**config.mk**
```make
export PLATFORM = sky130hd
export DESIGN_NAME = sha1_message_hasher
export DESIGN_NICKNAME = d
export VERILOG_FILES = /design/src/sha1mh_pkg.sv /design/src/sha1mh_ctrl.sv /design/src/sha1mh_dp.sv /design/src/sha1_message_hasher.sv
export VERILOG_INCLUDE_DIRS = /design/src /design/src/src
export SDC_FILE = /design/constraint.sdc
export NUM_CORES = 2
export LEC_CHECK = 0
export BUFFER_PORTS_ARGS = -buffer_cell sky130_fd_sc_hd__buf_2
export CAP_MARGIN = 0
export CORE_UTILIZATION = 55
export CTS_CLUSTER_SIZE = 12
export DETAILED_ROUTE_END_ITERATION = 10
export PLACE_DENSITY = 0.76
export SYNTH_ARGS = -nofsm -noshare
export SYNTH_HDL_FRONTEND = slang
export SYNTH_SLANG_ARGS = --single-unit
```
**constraint.sdc**
```tcl
create_clock -name clk -period 15.24 [get_ports clk]
set_clock_uncertainty 0.1 [all_clocks]
set_input_delay 1.524 -clock clk [delete_from_list [all_inputs] [get_ports clk]]
set_output_delay 1.524 -clock clk [all_outputs]
set_load 0.02 [all_outputs]
```
**src/sha1_message_hasher_macros.svh**
```systemverilog
// assertion macros shared by the sha1 message hasher modules
// expects clk and rst_n to be visible where a macro is used
`ifndef SHA1_MESSAGE_HASHER_MACROS_SVH
`define SHA1_MESSAGE_HASHER_MACROS_SVH

// consequent must hold in the same cycle
`define SHA1MH_ASSERT_NOW(label, ante, cons, msg) \
    label: assert property (@(posedge clk) disable iff (!rst_n) (ante) |-> (cons)) \
        else $error(msg);

// consequent must hold in the next cycle
`define SHA1MH_ASSERT_NEXT(label, ante, cons, msg) \
    label: assert property (@(posedge clk) disable iff (!rst_n) (ante) |=> (cons)) \
        else $error(msg);

`endif

```
**src/sha1mh_pkg.sv**
```systemverilog
// types, constants and round functions for the sha1 message hasher
// no dependencies
`default_nettype none

package sha1mh_pkg;

    typedef struct packed {
        logic [7:0] msg_byte;
        logic       has_byte;
        logic       last_byte;
    } in_item_t;

    typedef struct packed {
        logic [31:0] digest_word0;
        logic [31:0] digest_word1;
        logic [31:0] digest_word2;
        logic [31:0] digest_word3;
        logic [31:0] digest_word4;
    } out_item_t;

    localparam int COUNT_W = 61;
    localparam int POS_W   = 6;
    localparam int ROUND_W = 7;
    localparam int WIN_D   = 16;

    localparam logic [ROUND_W-1:0] ROUND_LAST = ROUND_W'(79);
    localparam logic [POS_W-1:0]   POS_BLOCK_END = POS_W'(63);
    localparam logic [POS_W-1:0]   POS_BEFORE_LEN = POS_W'(55);

    localparam logic [7:0] PAD_MARK = 8'h80;

    localparam logic [31:0] H_INIT [0:4] = '{
        32'h67452301, 32'hefcdab89, 32'h98badcfe, 32'h10325476, 32'hc3d2e1f0
    };

    localparam logic [31:0] K_R0 = 32'h5a827999;
    localparam logic [31:0] K_R1 = 32'h6ed9eba1;
    localparam logic [31:0] K_R2 = 32'h8f1bbcdc;
    localparam logic [31:0] K_R3 = 32'hca62c1d6;

    typedef enum logic [2:0] {
        ST_IDLE,
        ST_PAD,
        ST_LEN,
        ST_ROUND,
        ST_UPDATE,
        ST_DIGEST
    } state_t;

    typedef enum logic [1:0] {
        SRC_MSG,
        SRC_PAD,
        SRC_ZERO,
        SRC_LEN
    } byte_src_t;

    typedef struct packed {
        logic               push;
        byte_src_t          src;
        logic               count_inc;
        logic               load_work;
        logic               round_en;
        logic [ROUND_W-1:0] round_idx;
        logic               update_h;
        logic               digest_load;
    } cmd_t;

    typedef struct packed {
        logic pos_last;
        logic pos_pre_len;
        logic out_hold;
    } status_t;

    function automatic logic [31:0] sha1mh_round_f(
        input logic [ROUND_W-1:0] rnd,
        input logic [31:0]        b,
        input logic [31:0]        c,
        input logic [31:0]        d
    );
        logic [31:0] f;
        priority if (rnd < ROUND_W'(20)) f = (b & c) ^ (~b & d);
        else if (rnd < ROUND_W'(40))     f = b ^ c ^ d;
        else if (rnd < ROUND_W'(60))     f = (b & c) ^ (b & d) ^ (c & d);
        else                             f = b ^ c ^ d;
        return f;
    endfunction

    function automatic logic [31:0] sha1mh_round_k(input logic [ROUND_W-1:0] rnd);
        logic [31:0] k;
        priority if (rnd < ROUND_W'(20)) k = K_R0;
        else if (rnd < ROUND_W'(40))     k = K_R1;
        else if (rnd < ROUND_W'(60))     k = K_R2;
        else                             k = K_R3;
        return k;
    endfunction

endpackage

`default_nettype wire

```
**src/sha1mh_ctrl.sv**
```systemverilog
// sequencer for the sha1 message hasher: byte intake, padding, rounds, digest
// depends on sha1mh_pkg and sha1_message_hasher_macros.svh
`default_nettype none
`include "sha1_message_hasher_macros.svh"

module sha1mh_ctrl
    import sha1mh_pkg::*;
(
    input  wire logic    clk,
    input  wire logic    rst_n,
    input  wire logic    in_valid,
    input  wire logic    has_byte,
    input  wire logic    last_byte,
    output logic         in_ready,
    input  wire status_t st,
    output cmd_t         cmd
);

    state_t             state_reg, state_next;
    state_t             ret_reg, ret_next;
    logic [ROUND_W-1:0] round_reg, round_next;
    logic               first_reg, first_next;

    always_ff @(posedge clk or negedge rst_n)
    begin
        if (!rst_n)
        begin
            state_reg <= ST_IDLE;
            ret_reg   <= ST_IDLE;
            round_reg <= '0;
            first_reg <= 1'b0;
        end
        else
        begin
            state_reg <= state_next;
            ret_reg   <= ret_next;
            round_reg <= round_next;
            first_reg <= first_next;
        end
    end

    // next state
    always_comb
    begin
        state_next = state_reg;
        ret_next   = ret_reg;
        round_next = round_reg;
        first_next = first_reg;
        unique case (state_reg)
            ST_IDLE:
            begin
                if (in_valid)
                begin
                    if (has_byte && st.pos_last)
                    begin
                        state_next = ST_ROUND;
                        round_next = '0;
                        ret_next   = last_byte ? ST_PAD : ST_IDLE;
                        first_next = 1'b1;
                    end
                    else if (last_byte)
                    begin
                        state_next = ST_PAD;
                        first_next = 1'b1;
                    end
                end
            end
            ST_PAD:
            begin
                first_next = 1'b0;
                if (st.pos_last)
                begin
                    state_next = ST_ROUND;
                    round_next = '0;
                    ret_next   = ST_PAD;
                end
                else if (st.pos_pre_len)
                begin
                    state_next = ST_LEN;
                end
            end
            ST_LEN:
            begin
                if (st.pos_last)
                begin
                    state_next = ST_ROUND;
                    round_next = '0;
                    ret_next   = ST_DIGEST;
                end
            end
            ST_ROUND:
            begin
                round_next = round_reg + ROUND_W'(1);
                if (round_reg == ROUND_LAST)
                begin
                    state_next = ST_UPDATE;
                end
            end
            ST_UPDATE:
            begin
                state_next = ret_reg;
            end
            ST_DIGEST:
            begin
                if (!st.out_hold)
                begin
                    state_next = ST_IDLE;
                end
            end
            default:
            begin
                state_next = ST_IDLE;
            end
        endcase
    end

    // outputs
    always_comb
    begin
        in_ready        = 1'b0;
        cmd             = '0;
        cmd.src         = SRC_MSG;
        cmd.round_idx   = round_reg;
        unique case (state_reg)
            ST_IDLE:
            begin
                in_ready      = 1'b1;
                cmd.push      = in_valid && has_byte;
                cmd.count_inc = in_valid && has_byte;
                cmd.load_work = in_valid && has_byte && st.pos_last;
            end
            ST_PAD:
            begin
                cmd.push      = 1'b1;
                cmd.src       = first_reg ? SRC_PAD : SRC_ZERO;
                cmd.load_work = st.pos_last;
            end
            ST_LEN:
            begin
                cmd.push      = 1'b1;
                cmd.src       = SRC_LEN;
                cmd.load_work = st.pos_last;
            end
            ST_ROUND:
            begin
                cmd.round_en = 1'b1;
            end
            ST_UPDATE:
            begin
                cmd.update_h = 1'b1;
            end
            ST_DIGEST:
            begin
                cmd.digest_load = !st.out_hold;
            end
            default:
            begin
                in_ready = 1'b0;
            end
        endcase
    end

    `SHA1MH_ASSERT_NEXT(a_rounds_then_update,
        state_reg == ST_ROUND && round_reg == ROUND_LAST,
        state_reg == ST_UPDATE, "round 79 not followed by chain update")

    `SHA1MH_ASSERT_NEXT(a_full_block_starts_rounds,
        cmd.push && st.pos_last,
        state_reg == ST_ROUND && round_reg == '0, "full block did not start rounds")

    `SHA1MH_ASSERT_NOW(a_load_only_at_block_end,
        cmd.load_work, cmd.push && st.pos_last, "work load outside a block end")

endmodule

`default_nettype wire

```
**src/sha1mh_dp.sv**
```systemverilog
// datapath of the sha1 message hasher: schedule window, chaining and work words,
// byte counters and digest output register; depends on sha1mh_pkg and the macros
`default_nettype none
`include "sha1_message_hasher_macros.svh"

module sha1mh_dp
    import sha1mh_pkg::*;
(
    input  wire logic       clk,
    input  wire logic       rst_n,
    input  wire logic [7:0] msg_byte,
    input  wire cmd_t       cmd,
    output status_t         st,
    output logic            out_valid,
    input  wire logic       out_ready,
    output out_item_t       out_data
);

    logic [COUNT_W-1:0] count_reg;
    logic [POS_W-1:0]   pos_reg;
    logic [31:0]        h_reg [0:4];
    logic [31:0]        win_reg [0:WIN_D-1];
    logic [23:0]        word_reg;
    logic [31:0]        a_reg, b_reg, c_reg, d_reg, e_reg;
    logic               out_valid_reg;
    out_item_t          out_reg;

    logic [63:0] len_bits;
    logic [7:0]  byte_in;
    logic [31:0] expand;
    logic [31:0] w_cur;
    logic [31:0] t_next;

    assign len_bits = {count_reg, 3'b000};

    always_comb
    begin
        unique case (cmd.src)
            SRC_MSG:  byte_in = msg_byte;
            SRC_PAD:  byte_in = PAD_MARK;
            SRC_ZERO: byte_in = 8'h00;
            SRC_LEN:  byte_in = len_bits[{~pos_reg[2:0], 3'b000} +: 8];
            default:  byte_in = 8'h00;
        endcase
    end

    // window holds w[t-16..t-1]; first 16 rounds just rotate it
    assign expand = win_reg[13] ^ win_reg[8] ^ win_reg[2] ^ win_reg[0];
    assign w_cur  = (cmd.round_idx < ROUND_W'(16)) ? win_reg[0] : {expand[30:0], expand[31]};
    assign t_next = {a_reg[26:0], a_reg[31:27]}
                  + sha1mh_round_f(cmd.round_idx, b_reg, c_reg, d_reg)
                  + e_reg + w_cur + sha1mh_round_k(cmd.round_idx);

    always_ff @(posedge clk or negedge rst_n)
    begin
        if (!rst_n)
        begin
            count_reg     <= '0;
            pos_reg       <= '0;
            out_valid_reg <= 1'b0;
            for (int i = 0; i < 5; i++)
            begin
                h_reg[i] <= H_INIT[i];
            end
        end
        else
        begin
            if (cmd.push)
            begin
                pos_reg <= pos_reg + POS_W'(1);
            end
            if (cmd.count_inc)
            begin
                count_reg <= count_reg + COUNT_W'(1);
            end
            if (cmd.update_h)
            begin
                h_reg[0] <= h_reg[0] + a_reg;
                h_reg[1] <= h_reg[1] + b_reg;
                h_reg[2] <= h_reg[2] + c_reg;
                h_reg[3] <= h_reg[3] + d_reg;
                h_reg[4] <= h_reg[4] + e_reg;
            end
            if (cmd.digest_load)
            begin
                count_reg <= '0;
                for (int i = 0; i < 5; i++)
                begin
                    h_reg[i] <= H_INIT[i];
                end
            end
            if (cmd.digest_load)
            begin
                out_valid_reg <= 1'b1;
            end
            else if (out_ready)
            begin
                out_valid_reg <= 1'b0;
            end
        end
    end

    always_ff @(posedge clk)
    begin
        if (cmd.push)
        begin
            word_reg <= {word_reg[15:0], byte_in};
            if (pos_reg[1:0] == 2'd3)
            begin
                for (int k = 0; k < WIN_D - 1; k++)
                begin
                    win_reg[k] <= win_reg[k+1];
                end
                win_reg[WIN_D-1] <= {word_reg, byte_in};
            end
        end
        if (cmd.round_en)
        begin
            for (int k = 0; k < WIN_D - 1; k++)
            begin
                win_reg[k] <= win_reg[k+1];
            end
            win_reg[WIN_D-1] <= w_cur;
            a_reg <= t_next;
            b_reg <= a_reg;
            c_reg <= {b_reg[1:0], b_reg[31:2]};
            d_reg <= c_reg;
            e_reg <= d_reg;
        end
        if (cmd.load_work)
        begin
            a_reg <= h_reg[0];
            b_reg <= h_reg[1];
            c_reg <= h_reg[2];
            d_reg <= h_reg[3];
            e_reg <= h_reg[4];
        end
        if (cmd.digest_load)
        begin
            out_reg.digest_word0 <= h_reg[0];
            out_reg.digest_word1 <= h_reg[1];
            out_reg.digest_word2 <= h_reg[2];
            out_reg.digest_word3 <= h_reg[3];
            out_reg.digest_word4 <= h_reg[4];
        end
    end

    assign st.pos_last    = (pos_reg == POS_BLOCK_END);
    assign st.pos_pre_len = (pos_reg == POS_BEFORE_LEN);
    assign st.out_hold    = out_valid_reg && !out_ready;

    assign out_valid = out_valid_reg;
    assign out_data  = out_reg;

    `SHA1MH_ASSERT_NEXT(a_digest_sets_valid,
        cmd.digest_load, out_valid_reg, "digest load did not raise out_valid")

    `SHA1MH_ASSERT_NEXT(a_digest_clears_counts,
        cmd.digest_load, count_reg == '0 && pos_reg == '0,
        "counters not cleared after digest")

endmodule

`default_nettype wire

```
**src/sha1_message_hasher.sv**
```systemverilog
// top level of the sha1 message hasher: sequencer plus datapath
// depends on sha1mh_pkg, sha1mh_ctrl and sha1mh_dp
//
//  channel | handshake            | beat
//  --------+----------------------+--------------------------------------------
//  in      | in_valid / in_ready  | in_item_t: msg_byte, has_byte, last_byte
//  out     | out_valid / out_ready| out_item_t: digest_word0 .. digest_word4
//
// a byte that does not complete a 64-byte block is taken directly; one that does
// also runs the rounds on the single round unit and then the chain update
// message end: one pad or length byte per cycle up to block end, the rounds and
// chain update for each padded block, then the digest load
// reset loads the standard chaining words and clears the counts, no clearing pass
// one digest waits in the output register while the next message streams in;
// a further digest holds the sequencer until that register is taken
`default_nettype none

module sha1_message_hasher
    import sha1mh_pkg::*;
(
    input  wire logic      clk,
    input  wire logic      rst_n,
    input  wire logic      in_valid,
    output logic           in_ready,
    input  wire in_item_t  in_data,
    output logic           out_valid,
    input  wire logic      out_ready,
    output out_item_t      out_data
);

    cmd_t    cmd;
    status_t st;

    sha1mh_ctrl u_ctrl (
        .clk       (clk),
        .rst_n     (rst_n),
        .in_valid  (in_valid),
        .has_byte  (in_data.has_byte),
        .last_byte (in_data.last_byte),
        .in_ready  (in_ready),
        .st        (st),
        .cmd       (cmd)
    );

    sha1mh_dp u_dp (
        .clk       (clk),
        .rst_n     (rst_n),
        .msg_byte  (in_data.msg_byte),
        .cmd       (cmd),
        .st        (st),
        .out_valid (out_valid),
        .out_ready (out_ready),
        .out_data  (out_data)
    );

endmodule

`default_nettype wire
```
==> results by group <==
Setup path
  • Required time of the critical path: roughly 16000 ps
  • Signal arrival time at the worst endpoint: 8240 ps
  • Endpoint class of the critical path: flop
  • Cell depth of the worst flop-to-flop path: 25
  • Worst reg-to-reg setup slack: 7480 ps
  • Kind of start point of the critical path: flop
  • Critical R2R Launch: u_ctrl.round_reg[4]
  • Category of the critical setup timing path: reg2reg
  • Worst flop-to-flop path endpoint: u_dp.a_reg[29]
  • Biggest fanout along the worst timing path: 28

Timing
  • RSZ-0062 raised after global routing: false
  • Clock period minus worst slack: between 7000 and 8000 ps
  • Worst-margin pin slew: about 1000 ps
  • Max-slew violation count: 0
  • Max_slew headroom: 0.305
  • Final Setup Violations: 0
  • Share of the cycle needed by the critical path after routing: 0.509
  • Final count of hold timing violations: 0
  • FMAX: between 100 and 150 MHz
  • Setup tns final: 0 ps

Min path
  • Worst hold path class: reg2reg
  • Hold path depth: 0
  • Hold worst-path end: u_dp.win_reg[0][176]
  • Launch instance of the worst min-delay path: u_dp.win_reg[0][208]

Yosys
  • EDFF count, synth: between 800 and 900
  • Portion of synthesized cell area occupied by the leading cell type: 0.496
  • Biggest area contributors in the synthesized netlist: sky130_fd_sc_hd__edfxtp_1 50%, sky130_fd_sc_hd__dfrtp_1 7.8%, sky130_fd_sc_hd__fa_1 4.8%
  • Top cells by instance count after synthesis: 856 x sky130_fd_sc_hd__edfxtp_1, 578 x sky130_fd_sc_hd__nand2_1, 311 x sky130_fd_sc_hd__o21ai_0
  • Mean Syn Cell Area: about 13 µm²
  • Cell with the most instances after synthesis: sky130_fd_sc_hd__edfxtp_1
  • Number of distinct library cells after synthesis: 78
  • Cell taking the most area after synthesis: sky130_fd_sc_hd__edfxtp_1
  • Syn Std Cell Area: slightly above 0.05 mm²
  • Synth Register Bits: about 1.1k
  • Synthesized netlist net count: ~4.5k
  • Top flip-flop cell by instance count after synthesis: sky130_fd_sc_hd__edfxtp_1
  • Synthesized instance count: 4130
  • Number of warnings printed during yosys synthesis: 0
  • Async set or reset register ratio after synthesis: 0.220
  • Fraction of the yosys area taken by sequential cells: 0.614

Route
  • Avg WL per Cell: ~24 µm
  • Met3 wire length: between 10 and 15 mm
  • Total via count in the routed design: 33.7k
  • First-pass DRT Iterations: 6
  • Detailed Route Iter0 Violations: 3839
  • Number of nets with antenna violations after detailed routing: 0
  • DR WL met2: around 60 mm
  • Post-Route M1 WL: roughly 57 mm
  • Routed WL: between 100 and 150 mm
  • Max layer used: met4
  • Post-detailed-route DRC marker count: 0
  • Vias per cell: around 5.9

Floorplanning
  • Die span in y: just over 300 µm
  • Ports placed on the boundary: approximately 180
  • Standard-cell row count: between 100 and 150
  • Placeable core region: 0.0933 mm²
  • Die Outline Area: 0.0955 mm²
  • Chip width: 309 µm
  • Starting utilization of the core area: 0.555

Cells and area
  • Filler Cell Count: 7195
  • Area growth from synthesis to layout: 11.2%
  • Fin nets: ~4.6k
  • # diodes: 0
  • Max reg flops: between 500 and 600
  • Ratio of cells with drive above 1 in the final layout: 0.115

Clocking
  • Clock edge transition at the registers on the reported setup and hold paths: about 60 ps
  • Cts-stage hold buffer count: 0
  • CTS max path bufs: 3
  • TritonCTS clock tree: yes
  • Clock sink count: approximately 1.1k
  • Number of buffers added by the clock tree synthesis step: approximately 110
  • Clock H-tree levels: 3
  • Root Buffer: sky130_fd_sc_hd__clkbuf_16
  • Clk Latency, worst-skew pair: 720 ps
  • Number of instances resized during post-cts repair: 0
  • Post-CTS setup buffer count: 0

Global routing
  • Overall routing resource usage: 0.281
  • Initial antenna violation count: 3
  • First-pass GRT wire length: slightly below 200 mm
  • GRT Residual Overflow: 0
  • Via count of the first global-routing pass: ~32k
  • Maximum number of pins on one net before global-route repair: a little under 200

Outcome
  • Run status: completed

Flow run
  • Max_cap viols: 0

Placed design
  • IO Port Bufs: 175
  • HPWL reported at the end of detailed placement: between 90 and 100 mm
  • Routability Congestion: approximately 0.98
## cells in the final DEF (no fill, tap or decap), types with 28 or more instances in the layout
master | netlist | final
sky130_fd_sc_hd__buf_2 | 3 | 174
sky130_fd_sc_hd__mux2i_1 | 43 | 43
sky130_fd_sc_hd__ha_1 | 195 | 195
sky130_fd_sc_hd__buf_4 | 0 | 29
sky130_fd_sc_hd__nand2b_1 | 43 | 43
sky130_fd_sc_hd__dfstp_2 | 80 | 80
sky130_fd_sc_hd__xor2_1 | 118 | 118
sky130_fd_sc_hd__nor2_1 | 201 | 200
sky130_fd_sc_hd__clkbuf_1 | 109 | 53
sky130_fd_sc_hd__xnor2_1 | 192 | 192
sky130_fd_sc_hd__inv_1 | 211 | 210
sky130_fd_sc_hd__edfxtp_1 | 856 | 856
sky130_fd_sc_hd__fa_1 | 124 | 124
sky130_fd_sc_hd__a21o_1 | 78 | 78
sky130_fd_sc_hd__nor3_1 | 62 | 60
sky130_fd_sc_hd__nand3_1 | 106 | 104
sky130_fd_sc_hd__o21ai_0 | 311 | 311
sky130_fd_sc_hd__a21oi_1 | 242 | 242
sky130_fd_sc_hd__clkbuf_16 | 0 | 113
sky130_fd_sc_hd__or3_1 | 28 | 28
sky130_fd_sc_hd__nand2_1 | 578 | 574
sky130_fd_sc_hd__dfrtp_1 | 161 | 161
## kinds of logic after synthesis
group	after synthesis	share of synthesized area
buffers and inverters	348	0.0253
XOR/XNOR	310	0.0524
adder cells (fa/ha/maj)	319	0.0950
AND/OR/NAND/NOR	1125	0.0955
multiplexers	74	0.0179
flip-flops	1097	0.614
AO/OA/AOI/OAI	857	0.0999
## worst max-delay path: stages (launching register included)
cell                        delay, ps
sky130_fd_sc_hd__dfrtp_1          480
sky130_fd_sc_hd__a41oi_1          510
sky130_fd_sc_hd__inv_1            180
sky130_fd_sc_hd__nor2_1           340
sky130_fd_sc_hd__clkinv_1         150
sky130_fd_sc_hd__nand2_1          200
sky130_fd_sc_hd__buf_4            370
sky130_fd_sc_hd__o221a_2          300
sky130_fd_sc_hd__fa_1             440
sky130_fd_sc_hd__inv_1             90
sky130_fd_sc_hd__fa_1             430
sky130_fd_sc_hd__fa_1             440
sky130_fd_sc_hd__inv_1             70
sky130_fd_sc_hd__ha_1             160
sky130_fd_sc_hd__inv_1             60
sky130_fd_sc_hd__fa_1             460
sky130_fd_sc_hd__nand2b_1         190
sky130_fd_sc_hd__a21oi_1          270
sky130_fd_sc_hd__o21bai_1         160
sky130_fd_sc_hd__o2111ai_1        300
sky130_fd_sc_hd__a32oi_1          250
sky130_fd_sc_hd__o41a_1           410
sky130_fd_sc_hd__o21ai_0          370
sky130_fd_sc_hd__a21oi_1          160
sky130_fd_sc_hd__or4b_2           620
sky130_fd_sc_hd__nand3_1          100
## routing by layer
metal  vias up  GRT usage
li1      15200          -
met1     16700      0.414
met2      1506      0.422
met3       254     0.0501
met4         0     0.0941
met5         -          0
## final cells by class
type                       instances  area, µm²  share of cell area
clock inverter                    26        313             0.00543
tap                             1254       1570              0.0272
multi-input combinational       2685      18800               0.325
clock buffer                     181       3230              0.0561
timing repair buffer             206       1140              0.0198
inverter                         212        803              0.0139
sequential                      1097      31800               0.552
## worst max-delay path by stage
| stage | start | endpoint | slack (ps) | cells after the start |
|---|---|---|---|---|
| floorplan | in_valid | u_dp.win_reg[0][0] | 80 | 5 |
| global placement | u_ctrl.round_reg[4] | u_dp.a_reg[29] | 7770 | 25 |
| detailed placement | u_ctrl.round_reg[4] | u_dp.a_reg[29] | 7680 | 25 |
| CTS | u_ctrl.round_reg[4] | u_dp.a_reg[29] | 7640 | 25 |
| global route | u_ctrl.round_reg[4] | u_dp.a_reg[29] | 7040 | 25 |
| finish | u_ctrl.round_reg[4] | u_dp.a_reg[29] | 7480 | 25 |
## per-stage QoR
step	worst slack (ps)	instances	hold WS (ps)	utilization	cell area, µm²
2_1_floorplan	81.5	4130	300	-	51800
3_3_place_gp	7770	5454	300	0.580	54100
3_5_place_dp	7680	5454	305	0.580	54100
4_1_cts	7640	5661	306	0.618	57700
5_1_grt	7040	5661	308	0.618	57700
6_report	7480	5661	300	0.618	57700
Power is left out: the tool's default activity adds up to more than one toggle a clock period on the data nets, which glitch-free logic cannot reach.
